### src/design/itrs_pkg.sv
// shared constants, state type and digit-to-character map for the radix text converter
package itrs_pkg;

    localparam int RADIX_W   = 6;
    localparam int DIGIT_W   = 6;
    localparam int CHAR_W    = 8;
    localparam int STEP_BITS = 8;

    localparam logic [RADIX_W-1:0] RADIX_MIN = 6'd2;
    localparam logic [RADIX_W-1:0] RADIX_MAX = 6'd36;

    localparam logic [CHAR_W-1:0] MINUS_CHAR  = 8'h2D;
    localparam logic [CHAR_W-1:0] ZERO_CHAR   = 8'h30;
    localparam logic [CHAR_W-1:0] LOWER_A     = 8'h61;
    localparam logic [DIGIT_W-1:0] DEC_DIGITS = 6'd10;

    typedef enum logic [4:0] {
        ST_IDLE  = 5'b00001,
        ST_DIV   = 5'b00010,
        ST_FETCH = 5'b00100,
        ST_LOAD  = 5'b01000,
        ST_OUT   = 5'b10000
    } itrs_state_t;

    function automatic logic [CHAR_W-1:0] digit_char(input logic [DIGIT_W-1:0] d);
        logic [DIGIT_W-1:0] v;
        v = (d >= RADIX_MAX) ? DIGIT_W'(d - RADIX_MAX) : d;
        if (v < DEC_DIGITS) begin
            return ZERO_CHAR + CHAR_W'(v);
        end else begin
            return LOWER_A + CHAR_W'(v - DEC_DIGITS);
        end
    endfunction

endpackage

### src/design/int_to_radix_string.sv
// signed integer to ascii text converter in radix 2..36, one character per output item
// each digit comes from the shared divider (8 quotient bits a cycle) and is stored in the digit ram,
//   then each output character, the sign included, passes through ram fetch, load and show
// a bad base skips the divider; one item at a time, s_tready high only between conversions
// reset: synchronous active-low aresetn returns the sequencer to idle; digit ram is not cleared
module int_to_radix_string #(
    parameter int VALUE_WIDTH = 32,
    localparam int S_DATA_W = ((VALUE_WIDTH + itrs_pkg::RADIX_W + 7) / 8) * 8
) (
    input  logic                        aclk,
    input  logic                        aresetn,
    input  logic                        s_tvalid,
    output logic                        s_tready,
    input  logic [S_DATA_W-1:0]         s_tdata,   // value, radix
    output logic                        m_tvalid,
    input  logic                        m_tready,
    output logic [itrs_pkg::CHAR_W-1:0] m_tdata,   // text_char
    output logic                        m_tlast,
    output logic [0:0]                  m_tuser    // bad_base
);

    import itrs_pkg::*;

    localparam int STEPS   = (VALUE_WIDTH + STEP_BITS - 1) / STEP_BITS;
    localparam int PAD_W   = STEPS * STEP_BITS;
    localparam int STEP_CW = (STEPS > 1) ? $clog2(STEPS) : 1;
    localparam int CNT_W   = $clog2(VALUE_WIDTH + 1);
    localparam int ADDR_W  = $clog2(VALUE_WIDTH);

    itrs_state_t state_reg, state_next;

    logic [PAD_W-1:0]   q_reg, q_next;
    logic [DIGIT_W-1:0] rem_reg, rem_next;
    logic [RADIX_W-1:0] radix_reg, radix_next;
    logic               neg_reg, neg_next;
    logic [CNT_W-1:0]   cnt_reg, cnt_next;
    logic [STEP_CW-1:0] step_reg, step_next;
    logic [ADDR_W-1:0]  idx_reg, idx_next;
    logic [CHAR_W-1:0]  char_reg, char_next;
    logic               last_reg, last_next;
    logic               bad_reg, bad_next;
    logic               sign_shown_reg, sign_shown_next;

    logic [VALUE_WIDTH-1:0] in_value;
    logic [RADIX_W-1:0]     in_radix;
    logic [VALUE_WIDTH-1:0] in_mag;
    logic                   in_bad;

    logic [DIGIT_W-1:0]   div_rem;
    logic [PAD_W-1:0]     div_quo;
    logic [STEP_BITS-1:0] div_qbits;
    logic                 div_last_step;
    logic [CNT_W-1:0]     cnt_inc;

    logic                 ram_we;
    logic [DIGIT_W-1:0]   ram_rdata;

    assign in_value = s_tdata[VALUE_WIDTH-1:0];
    assign in_radix = s_tdata[VALUE_WIDTH +: RADIX_W];
    assign in_mag   = in_value[VALUE_WIDTH-1] ? (VALUE_WIDTH'(0) - in_value) : in_value;
    assign in_bad   = (in_radix < RADIX_MIN) || (in_radix > RADIX_MAX);

    // shared divider: eight restoring steps on the narrow remainder each cycle
    always_comb begin
        logic [DIGIT_W-1:0] r;
        logic [DIGIT_W:0]   t;
        r = rem_reg;
        div_qbits = '0;
        for (int i = 0; i < STEP_BITS; i++) begin
            t = {r, q_reg[PAD_W-1-i]};
            if (t >= {1'b0, radix_reg}) begin
                r = DIGIT_W'(t - {1'b0, radix_reg});
                div_qbits[STEP_BITS-1-i] = 1'b1;
            end else begin
                r = t[DIGIT_W-1:0];
            end
        end
        div_rem = r;
        div_quo = PAD_W'({q_reg, div_qbits});
    end

    assign div_last_step = (step_reg == STEP_CW'(STEPS - 1));
    assign cnt_inc       = cnt_reg + CNT_W'(1);
    assign ram_we        = (state_reg == ST_DIV) && div_last_step;

    itrs_ram #(
        .WIDTH(DIGIT_W),
        .DEPTH(VALUE_WIDTH)
    ) u_digit_ram (
        .aclk    (aclk),
        .wr_en   (ram_we),
        .wr_addr (cnt_reg[ADDR_W-1:0]),
        .wr_data (div_rem),
        .rd_addr (idx_reg),
        .rd_data (ram_rdata)
    );

    always_comb begin
        state_next      = state_reg;
        q_next          = q_reg;
        rem_next        = rem_reg;
        radix_next      = radix_reg;
        neg_next        = neg_reg;
        cnt_next        = cnt_reg;
        step_next       = step_reg;
        idx_next        = idx_reg;
        char_next       = char_reg;
        last_next       = last_reg;
        bad_next        = bad_reg;
        sign_shown_next = sign_shown_reg;

        unique case (state_reg)
            ST_IDLE: begin
                if (s_tvalid) begin
                    sign_shown_next = 1'b0;
                    if (in_bad) begin
                        char_next  = '0;
                        last_next  = 1'b1;
                        bad_next   = 1'b1;
                        state_next = ST_OUT;
                    end else begin
                        q_next     = PAD_W'(in_mag);
                        rem_next   = '0;
                        radix_next = in_radix;
                        neg_next   = in_value[VALUE_WIDTH-1];
                        cnt_next   = '0;
                        step_next  = '0;
                        state_next = ST_DIV;
                    end
                end
            end
            ST_DIV: begin
                q_next    = div_quo;
                rem_next  = div_rem;
                step_next = step_reg + STEP_CW'(1);
                if (div_last_step) begin
                    cnt_next  = cnt_inc;
                    rem_next  = '0;
                    step_next = '0;
                    if ((div_quo == '0) || (cnt_inc == CNT_W'(VALUE_WIDTH))) begin
                        idx_next   = cnt_reg[ADDR_W-1:0];
                        state_next = ST_FETCH;
                    end
                end
            end
            ST_FETCH: begin
                state_next = ST_LOAD;
            end
            ST_LOAD: begin
                bad_next = 1'b0;
                if (neg_reg) begin
                    char_next       = MINUS_CHAR;
                    last_next       = 1'b0;
                    neg_next        = 1'b0;
                    sign_shown_next = 1'b1;
                end else begin
                    char_next       = digit_char(ram_rdata);
                    last_next       = (idx_reg == '0);
                    sign_shown_next = 1'b0;
                end
                state_next = ST_OUT;
            end
            ST_OUT: begin
                if (m_tready) begin
                    if (last_reg) begin
                        state_next = ST_IDLE;
                    end else begin
                        if (!sign_shown_reg) begin
                            idx_next = idx_reg - ADDR_W'(1);
                        end
                        state_next = ST_FETCH;
                    end
                end
            end
            default: begin
                state_next = ST_IDLE;
            end
        endcase
    end

    always_ff @(posedge aclk) begin
        if (!aresetn) begin
            state_reg <= ST_IDLE;
        end else begin
            state_reg <= state_next;
        end
    end

    always_ff @(posedge aclk) begin
        q_reg          <= q_next;
        rem_reg        <= rem_next;
        radix_reg      <= radix_next;
        neg_reg        <= neg_next;
        cnt_reg        <= cnt_next;
        step_reg       <= step_next;
        idx_reg        <= idx_next;
        char_reg       <= char_next;
        last_reg       <= last_next;
        bad_reg        <= bad_next;
        sign_shown_reg <= sign_shown_next;
    end

    assign s_tready = (state_reg == ST_IDLE);
    assign m_tvalid = (state_reg == ST_OUT);
    assign m_tdata  = char_reg;
    assign m_tlast  = last_reg;
    assign m_tuser  = bad_reg;

endmodule

### src/design/itrs_ram.sv
// generic single-write, single-read ram with registered read data
module itrs_ram #(
    parameter int WIDTH = 6,
    parameter int DEPTH = 32
) (
    input  logic                     aclk,
    input  logic                     wr_en,
    input  logic [$clog2(DEPTH)-1:0] wr_addr,
    input  logic [WIDTH-1:0]         wr_data,
    input  logic [$clog2(DEPTH)-1:0] rd_addr,
    output logic [WIDTH-1:0]         rd_data
);

    logic [WIDTH-1:0] mem [DEPTH];

    always_ff @(posedge aclk) begin
        if (wr_en) begin
            mem[wr_addr] <= wr_data;
        end
        rd_data <= mem[rd_addr];
    end

endmodule

### config.mk
export PLATFORM = sky130hd
export DESIGN_NAME = int_to_radix_string
export DESIGN_NICKNAME = d
export VERILOG_FILES = /design/src/design/itrs_pkg.sv /design/src/design/int_to_radix_string.sv /design/src/design/itrs_ram.sv
export SDC_FILE = /design/constraint.sdc
export NUM_CORES = 1
export LEC_CHECK = 0
export BUFFER_PORTS_ARGS = -buffer_cell sky130_fd_sc_hd__buf_4
export CAP_MARGIN = 30
export CORE_UTILIZATION = 51
export DETAILED_ROUTE_END_ITERATION = 8
export PLACE_DENSITY_LB_ADDON = 0.2
export SLEW_MARGIN = 0
export SYNTH_ARGS = -nofsm -noshare
export SYNTH_HDL_FRONTEND = slang
export SYNTH_HIERARCHICAL = 1
export SYNTH_SLANG_ARGS = --single-unit
export TNS_END_PERCENT = 10
### constraint.sdc
create_clock -name aclk -period 44.4 [get_ports aclk]
set_input_delay 8.88 -clock aclk [delete_from_list [all_inputs] [get_ports aclk]]
set_output_delay 8.88 -clock aclk [all_outputs]
set_load 0.02 [all_outputs]
# Word level (Yosys, flattened, before mapping)
# Memories as Yosys holds them, arrays and structs flattened. A register that Yosys moved wholly into a read port is not among the register bits.
# Index checks and enable logic that the tools add are counted.
dict set report word_totals {
  ff_bits 74
  ramBits 192
  in_bits 44
  out_inout_bits 12
  wordCells 135
  mem_count 1
}
# name depth word_bits rd rd_clocked_by_memory_dff write_ports line
set mem_list {}
lappend mem_list {u_digit_ram.mem 32 6 1 1 1 itrs_ram.sv:14} ;# logic [WIDTH-1:0] mem [DEPTH];
dict set report classes {
  addsub 16
  n_lt_le_gt_ge 12
  eq_ne 15
  muxes 62
  bitwise_logic 1
  n_reduce_logical 16
}
# cell count
set ops {}
lappend ops {{2-to-1 mux 32 bit} 3}
lappend ops {{2-to-1 mux 6 bit} 13}
lappend ops {{case mux 32 bit (2 select lines)} 1}
lappend ops {{greater-or-equal comparator 7 x 6 -> 1 bit} 8}
lappend ops {{2-to-1 mux 5 bit} 10}
lappend ops {{subtractor 6 bit} 8}
lappend ops {{logical NOT 32 bit} 1}
lappend ops {{2-to-1 mux 8 bit} 4}
lappend ops {{subtractor 1 x 32 -> 32 bit (first input constant)} 1}
lappend ops {{case mux 5 bit (5 select lines)} 1}
lappend ops {{case mux 6 bit (2 select lines)} 2}
lappend ops {{2-to-1 mux 1 bit} 17}
lappend ops {{case mux 8 bit (2 select lines)} 1}
lappend ops {{AND reduction 3 bit} 4}
lappend ops {{inequality test 2 bit (second input constant)} 5}
lappend ops {{case mux 5 bit (2 select lines)} 1}
lappend ops {{adder 7 x 8 -> 8 bit (first input constant)} 1}
lappend ops {{case mux 1 bit (2 select lines)} 4}
lappend ops {{AND reduction 4 bit} 2}
lappend ops {{adder 6 x 6 -> 7 bit (first input constant)} 1}
lappend ops {{subtractor 6 x 4 -> 7 bit (second input constant)} 1}
lappend ops {{adder 6 x 1 -> 6 bit (second input constant)} 1}
lappend ops {{equality test 6 bit (second input constant)} 1}
lappend ops {{greater-or-equal comparator 6 bit (second input constant)} 1}
lappend ops {{23 further kinds} 30}

# Depth between registers and ports, before layout
# Gate-level depths: netlist of run 1.
dict set report logic_depth {
  word_depth 21
  depth_mapped 79
}

# Cells and area by module
# The synthesis of run 1 kept the hierarchy.
# module instances cells_per_inst area_each_um2 seq_area_each_um2
set by_module_without_submodules {}
lappend by_module_without_submodules {itrs_ram 1 323 7589.8 5885.6}
lappend by_module_without_submodules {int_to_radix_string 1 770 6939.2 2172.1}

# Worst setup path before layout of run 1
# Ideal clock, no wire load.
dict set report synth_path {
  path_type {register -> register}
  start {reg radix_reg[1]}
  end {mem u_digit_ram.mem[0][0], data pin}
  setup_ns 0.377
  t_arrival_ns 16.473
  path_slack_ns 27.551
  stages_incl_launch_ff 75
  path_buffers 3
  period_less_slack_ns 16.849
  cell_sequence {edfxtp_1 inv_1 ha_1 nand2_1 o21ai_0 a21o_4 nand2_1 o21ai_0 inv_1 ha_1 nor2b_1 o31a_1 o311ai_0 o2111ai_2 clkbuf_8 mux2i_1 ha_1 o21a_1 [39 not listed] o21ai_0 nand2b_1 a21o_1 a21o_1 a211o_2 a221o_1 o21ai_0 and2_1 ha_1 a21o_1 a21o_1 a21o_1 a21o_1 a211o_1 nor2_1 a21boi_2 nor2_1 a21oi_1}
}
dict set report synth_between {
  elab_chain_cells 16
  word_cells_on_any_way 23
}
# element line
set synth_rtl {}
lappend synth_rtl {{from (decl)} int_to_radix_string.sv:34} ;# logic [RADIX_W-1:0] radix_reg, radix_next;
lappend synth_rtl {{from (signal assigned)} int_to_radix_string.sv:192} ;# radix_reg <= radix_next;
lappend synth_rtl {{subtractor 6 bit or greater-or-equal comparator 7 x 6 -> 1 bit (tied branches)} {int_to_radix_string.sv:72, int_to_radix_string.sv:71}}
lappend synth_rtl {{2-to-1 mux 6 bit} int_to_radix_string.sv:71} ;# if (t >= {1'b0, radix_reg}) begin
lappend synth_rtl {{subtractor 6 bit or greater-or-equal comparator 7 x 6 -> 1 bit (tied branches)} {int_to_radix_string.sv:72, int_to_radix_string.sv:71}}
lappend synth_rtl {{2-to-1 mux 6 bit} int_to_radix_string.sv:71}
lappend synth_rtl {{subtractor 6 bit or greater-or-equal comparator 7 x 6 -> 1 bit (tied branches)} {int_to_radix_string.sv:72, int_to_radix_string.sv:71}}
lappend synth_rtl {{2-to-1 mux 6 bit} int_to_radix_string.sv:71}
lappend synth_rtl {{subtractor 6 bit or greater-or-equal comparator 7 x 6 -> 1 bit (tied branches)} {int_to_radix_string.sv:72, int_to_radix_string.sv:71}}
lappend synth_rtl {{2-to-1 mux 6 bit} int_to_radix_string.sv:71}
lappend synth_rtl {{subtractor 6 bit or greater-or-equal comparator 7 x 6 -> 1 bit (tied branches)} {int_to_radix_string.sv:72, int_to_radix_string.sv:71}}
lappend synth_rtl {{2-to-1 mux 6 bit} int_to_radix_string.sv:71}
lappend synth_rtl {{greater-or-equal comparator 7 x 6 -> 1 bit or subtractor 6 bit (tied branches)} {int_to_radix_string.sv:71, int_to_radix_string.sv:72}}
lappend synth_rtl {{2-to-1 mux 6 bit} int_to_radix_string.sv:71}
lappend synth_rtl {{subtractor 6 bit or greater-or-equal comparator 7 x 6 -> 1 bit (tied branches)} {int_to_radix_string.sv:72, int_to_radix_string.sv:71}}
lappend synth_rtl {{2-to-1 mux 6 bit} int_to_radix_string.sv:71}
lappend synth_rtl {{greater-or-equal comparator 7 x 6 -> 1 bit *} int_to_radix_string.sv:71}
lappend synth_rtl {{2-to-1 mux 6 bit *} int_to_radix_string.sv:71}
lappend synth_rtl {{named net div_rem[0]} int_to_radix_string.sv:49} ;# logic [DIGIT_W-1:0] div_rem;
lappend synth_rtl {{to (decl)} itrs_ram.sv:14}
# The timed path passes the listed nets; every way through them passes the cells marked *.

# Worst setup path in the final report of run 1
dict set report layout_path {
  start {reg radix_reg[1]}
  end {mem u_digit_ram.mem[20][5], data pin}
}
dict set report layout_between {
  elab_chain_cells 16
  word_cells_on_any_way 24
}
# element line
set layout_rtl {}
lappend layout_rtl {{subtractor 6 bit or greater-or-equal comparator 7 x 6 -> 1 bit (tied branches)} {int_to_radix_string.sv:72, int_to_radix_string.sv:71}}
lappend layout_rtl {{2-to-1 mux 6 bit} int_to_radix_string.sv:71}
lappend layout_rtl {{subtractor 6 bit or greater-or-equal comparator 7 x 6 -> 1 bit (tied branches)} {int_to_radix_string.sv:72, int_to_radix_string.sv:71}}
lappend layout_rtl {{2-to-1 mux 6 bit} int_to_radix_string.sv:71}
lappend layout_rtl {{subtractor 6 bit or greater-or-equal comparator 7 x 6 -> 1 bit (tied branches)} {int_to_radix_string.sv:72, int_to_radix_string.sv:71}}
lappend layout_rtl {{2-to-1 mux 6 bit} int_to_radix_string.sv:71}
lappend layout_rtl {{subtractor 6 bit or greater-or-equal comparator 7 x 6 -> 1 bit (tied branches)} {int_to_radix_string.sv:72, int_to_radix_string.sv:71}}
lappend layout_rtl {{2-to-1 mux 6 bit} int_to_radix_string.sv:71}
lappend layout_rtl {{subtractor 6 bit or greater-or-equal comparator 7 x 6 -> 1 bit (tied branches)} {int_to_radix_string.sv:72, int_to_radix_string.sv:71}}
lappend layout_rtl {{2-to-1 mux 6 bit} int_to_radix_string.sv:71}
lappend layout_rtl {{greater-or-equal comparator 7 x 6 -> 1 bit or subtractor 6 bit (tied branches)} {int_to_radix_string.sv:71, int_to_radix_string.sv:72}}
lappend layout_rtl {{2-to-1 mux 6 bit} int_to_radix_string.sv:71}
lappend layout_rtl {{subtractor 6 bit or greater-or-equal comparator 7 x 6 -> 1 bit (tied branches)} {int_to_radix_string.sv:72, int_to_radix_string.sv:71}}
lappend layout_rtl {{2-to-1 mux 6 bit} int_to_radix_string.sv:71}
lappend layout_rtl {{subtractor 6 bit or greater-or-equal comparator 7 x 6 -> 1 bit (tied branches)} {int_to_radix_string.sv:72, int_to_radix_string.sv:71}}
lappend layout_rtl {{2-to-1 mux 6 bit *} int_to_radix_string.sv:71}
lappend layout_rtl {{named net div_rem[5]} int_to_radix_string.sv:49}
# Marked as above.

==> metrics, run 1 <==
Die Wd 170.8 um; Final ANT Viol Nets 0; die area 29,170 um2; Worst path max stage delay around 0.75 ns; PostCTS Resize Cnt 0; unrepaired setup endpoints after global routing false; setup-violating endpoint count in the final report 0; relative slew slack 35.23%; grt peak-use layer met2; first drt pass iteration count 5; GPL Wtd Cong 0.8375; CP max stage cell edfxtp_1; Ys Warns 6; CP Launch Type flop; max FFs per register around 190; post-CTS setup buffers 0; Post-synth EDFFs 261; I/O pin count 56; WP data required 44.78 ns; PortBufs 53; CTS root buf clkbuf_16; CP Data Arrival Time 19.96 ns; Die Ht roughly 170 um; M2 GR Usage 37.83%; largest net degree at the start of global routing 67; Achievable Freq roughly 0.051 GHz; DRC 0; post-DP HPWL 21,690 um; num rows 61; Seq cells post-synth 272; Layout area overhead 12.27%; minimum clock period 19.58 ns; share of layout cells above drive strength 1 19.46%; Avg Cell Area, Syn 13.29 um2; post-layout util 58.39%; core area around 28,000 um2; Initial Util ~52%; Max Buffers Root-to-Sink 3; TritonCTS clock tree yes; via-per-instance ratio 5.842; ratio of final minimum period to clock period roughly 44%; Post-CTS Hold Buffers 0; post-route insts no fill 1,560; Post-Route Setup TNS 0 ns; cell area after synthesis between 10,000 and 15,000 um2; CP endpoint kind flop; post-synthesis sequential area ratio between 50% and 60%; final slew viol count 0; Main synth FF type edfxtp_1; Clock transition at path regs 0.06 ns; worst hold path class reg -> reg; vias a little over 9,000; grt ovf 0; gr usage total about 23%; H-tree depth 1; post-synth cell types 90; Hold Vio Cnt, Final 0; met1 usage a little under a third; initial antenna violation count 0; ys async rst share 0%; MaxCap Viol Count 0; syn_nets between 1,000 and 1,500; Inserted Clock Buffers 29; Slew @ Worst Pin between 0.9 and 1 ns; vias in the first global route 9,111; DRT iter0 DRCs around 730; first-pass GRT wire length 50,420 um; Most common cell on crit path o21ai_0; ANT cells 0; Worst Path Max Fanout 20; Avg WL per Cell 20.63 um; final wirelength 32,180 um; Skew-Pair Late Insertion Delay 0.56 ns; Placed Instances 1,506; status completed; Fillers 2,233; met3 Use GR 3.655%; critical path class reg -> reg; nets@finish roughly 1,300; clk_skew 0.01805 ns; Clock Sinks between 200 and 300; Post-Syn Instances about 1,100
[Yosys cell counts (all sizes together), types with 5 or more instances]
master / n / area [um2]
nand2: 81 / 314.0
or3: 10 / 62.56
mux2: 18 / 214.0
inv: 56 / 210.2
a211oi: 8 / 70.06
and3: 8 / 58.80
a21o: 18 / 145.1
nor4: 7 / 58.81
buf: 10 / 67.56
mux4: 60 / 1351
or4: 9 / 72.57
dfxtp: 11 / 220.2
o31ai: 10 / 75.07
nand3: 21 / 110.1
and2: 7 / 47.55
nor3: 15 / 90.09
ha: 60 / 750.7
nand4: 8 / 50.05
mux2i: 13 / 130.1
o21a: 7 / 52.55
o21ai: 79 / 406.6
nand3b: 9 / 67.56
nor2: 88 / 330.3
xnor2: 24 / 210.2
a21oi: 44 / 224.0
fa: 8 / 160.2
xor2: 46 / 402.9
edfxtp: 261 / 7838
clkbuf: 22 / 102.6
a31oi: 5 / 31.28
nor2b: 10 / 62.56
[per-layer routing]
metal | wire length (um) | vias to the layer above
li1 | - | 4338
met1 | 14500 | 4485
met2 | 15290 | 242
met3 | 1795 | 49
met4 | 595 | 0
met5 | 0 | -
[path summary, 6_finish.rpt]
check	from	end	slack, ns	depth (start not counted)
min reg2reg	q_reg[12]$_DFFE_PP_	q_reg[20]$_DFFE_PP_	0.57	2
max	radix_reg[1]$_DFFE_PP_	u_digit_ram/mem[20][5]$_DFFE_PP_	24.82	74
max reg2reg	radix_reg[1]$_DFFE_PP_	u_digit_ram/mem[20][5]$_DFFE_PP_	24.82	74
min	q_reg[12]$_DFFE_PP_	q_reg[20]$_DFFE_PP_	0.57	2
[cell families after synthesis]
group	count (synthesis)	share of synthesized area (%)
buffers and inverters	88	2.618
adders and majority gates	68	6.269
xor gates and xnor gates	70	4.220
AOI/OAI and AO/OA	211	9.525
DFF	272	55.46
muxes	91	11.67
and+or+nand+nor	293	10.24
[per-stage QoR]
step	instance area (um2)	hold slack (ns)	worst slack (ns)
after floorplan	14530	0.5192	27.55
after global placement	15320	0.5421	24.98
after detailed placement	15410	0.5552	24.87
after CTS	16310	0.5679	24.79
after global routing	16310	0.5923	23.37
final	16310	0.5685	24.82
[final cells by class]
| cell class | count | area [um2] | share of cell area [%] |
|---|---|---|---|
| flip-flops and latches | 272 | 8058 | 49.40 |
| multi-input cells | 733 | 6111 | 37.46 |
| clock buffers | 36 | 752.0 | 4.610 |
| repair buffers | 67 | 560.5 | 3.436 |
| well taps | 378 | 473.0 | 2.899 |
| inverters | 56 | 210.2 | 1.289 |
| clock inverters | 18 | 147.6 | 0.9051 |
[worst max-delay path: cells and delay by family, from the launching register on]
kind / cells / cell delay (ns)
compound gates: 41 / 11.09
fa+ha+maj: 8 / 2.52
buf+inv: 8 / 1.53
flops: 1 / 0.75
mux: 2 / 0.74
simple gates: 15 / 2.72
[cells in the final DEF, fill, tap and decap left out, types with 5 or more instances in the layout]
cell,instances
o21ai_0,76
buf_4,63
fa_1,8
nand3b_1,9
xnor2_1,24
nor4_1,6
nor2_1,88
edfxtp_1,261
clkbuf_16,29
nor2b_1,10
inv_1,56
clkbuf_1,7
a21o_1,15
or4_1,7
nand4_1,8
nand3_1,20
ha_1,60
clkinv_2,5
nor3_1,12
o31ai_1,10
a211oi_1,6
dfxtp_1,11
mux2_2,14
or3_1,10
mux4_2,60
mux2i_1,13
and2_1,5
nand2_1,79
a21oi_2,6
xor2_1,46
clkinv_1,9
a21oi_1,38
a31oi_1,5
o21a_1,7
Power of run 1 is left out: the tool's default activity adds up to more than one toggle a clock period on the data nets, which glitch-free logic cannot reach.
==> inputs of run 2 (changes only) <==
Clock period 44.4 ns to 16 ns, I/O delays scaled along.
==> run 2 against run 1 <==
Net effect:
- worst setup slack got worse by 24 ns
- cell count increased by 3.9%
- register-to-register slack got worse by 24 ns
- highest routed layer unchanged
- critical path depth decreased by 4
- die area unchanged
- sequential share of layout area decreased by 2.1 points
- first-iteration DRC count increased by 5.5%
- wire length increased by 0.68%
- non-clock buffer count increased by 64
- flip-flop and latch count unchanged
- fmax increased by 28%
- global-route usage decreased by 0.099 points
- critical endpoint is now u_digit_ram/mem[18][2]$_DFFE_PP_
==> metrics, run 2 (synthesis results as in run 1) <==
CP Launch Type flop; Slew @ Worst Pin 0.9439 ns; Fillers 2,170; post-DP HPWL 22,200 um; nets@finish 1,334; CP endpoint kind flop; CP max stage cell or4_1; commonest cells after routing, fill and taps aside edfxtp_1, buf_4, nor2_1; PortBufs 53; cell family with most CP delay compound AO/OA/AOI/OAI gates; WP data required 16.26 ns; I/O pin count 56; pre-CTS setup slack -0.3132 ns; Worst Path Max Fanout 32; dpl cell area 15,920 um2; Hold Vio Cnt, Final 0; Clock transition at path regs 0.06 ns; first-pass GRT wire length 50,580 um; Reg-to-Reg Start rem_reg[3]$_SDFFCE_PN0P_; GPL Wtd Cong between 0.8 and 0.9; Clock Sinks 272; relative slew slack 37.07%; Die Ht 170.8 um; Multi-input gate area 6295 um2; crit path buf inv count 8; post-layout util 61.03%; most common cell after layout, fill and taps aside edfxtp_1; Die Wd roughly 170 um; first drt pass iteration count 5; Crit path depth 70; minimum clock period 15.34 ns; H-tree depth 1; initial antenna violation count 0; critical path class reg -> reg; gr usage total 22.87%; Reg area between 8000 and 9000 um2; largest net degree at the start of global routing between 60 and 70; Final ANT Viol Nets 0; Achievable Freq 0.06520 GHz; num rows 61; MaxCap Viol Count 0; Critical Path End u_digit_ram/mem[18][2]$_DFFE_PP_; clk_skew 0.04849 ns; die area 29,170 um2; setup-violating endpoint count in the final report 0; status completed; worst setup margin about 0.66 ns; RR Endpoint u_digit_ram/mem[18][2]$_DFFE_PP_; vias 9,351; DRC 0; ratio of final minimum period to clock period roughly 96%; worst hold path class reg -> reg; Initial Util 52.01%; final slew viol count 0; DRT iter0 DRCs roughly 770; share of layout cells above drive strength 1 roughly 26%; Most common cell on crit path ha_1; CTS root buf clkbuf_16; Worst path max stage delay 0.52 ns; core area 27,930 um2; Reg2Reg Depth 70; final wirelength 32,400 um; CP Data Arrival Time 15.60 ns; Layout area overhead 17.34%; ANT cells 0; via-per-instance ratio about 5.8; Inserted Clock Buffers 28; R2R Setup Slk 0.66 ns; grt ovf 0; crit path from rem_reg[3]$_SDFFCE_PN0P_; Avg WL per Cell 19.99 um; Max Buffers Root-to-Sink 3; max FFs per register 192; Skew-Pair Late Insertion Delay ~0.57 ns; Final Cell Area 17,050 um2; vias in the first global route 9,193; TritonCTS clock tree yes
[run 2: stage by stage]
stage / TNS [ns] / cells / hold WS, ns
3_5_place_dp: -52.83 / 1560 / 0.5497
3_3_place_gp: -18.05 / 1558 / 0.5425
5_1_grt: -1.515 / 1621 / 0.5853
6_report: 0 / 1621 / 0.5581
2_1_floorplan: 0 / 1093 / 0.5192
4_1_cts: 0 / 1613 / 0.5625
[run 2: cell type report]
cell class / count / area share (%)
tap: 378 / 2.774
multi-input combinational: 733 / 36.92
sequential: 272 / 47.26
inverter: 56 / 1.233
timing repair buffer: 131 / 6.458
clock buffer: 40 / 4.550
clock inverter: 11 / 0.7999
[run 2: worst min-delay path by stage]
| stage | startpoint | end | slack, ns | cells past startpoint |
|---|---|---|---|---|
| 2_1_floorplan | state_reg[4]$_SDFFE_PN0P_ | state_reg[0]$_SDFFE_PN1P_ | 0.52 | 2 |
| 3_3_place_gp | state_reg[2]$_SDFFE_PN0P_ | state_reg[3]$_SDFFE_PN0P_ | 0.54 | 1 |
| 3_5_place_dp | q_reg[15]$_DFFE_PP_ | q_reg[23]$_DFFE_PP_ | 0.55 | 2 |
| 4_1_cts | q_reg[15]$_DFFE_PP_ | q_reg[23]$_DFFE_PP_ | 0.56 | 2 |
| 5_1_grt | state_reg[2]$_SDFFE_PN0P_ | state_reg[3]$_SDFFE_PN0P_ | 0.59 | 1 |
| 6_report | state_reg[2]$_SDFFE_PN0P_ | state_reg[3]$_SDFFE_PN0P_ | 0.56 | 1 |
[run 2: metal layers]
layer / track usage [%] / vias up / routed length (um)
li1: - / 4446 / -
met1: 33.07 / 4612 / 14740
met2: 36.79 / 247 / 15190
met3: 3.447 / 46 / 1912
met4: 4.622 / 0 / 563
met5: 0 / - / 0
[run 2: timing repair]
action	4_1_cts	5_1_grt
gates resized for setup	10	27
endpoints found under the setup margin	206	207
pin swaps	2	10
cloned	0	0
hold buffers	0	0
buffers inserted	2	8
Power of run 2 is left out for the same reason.
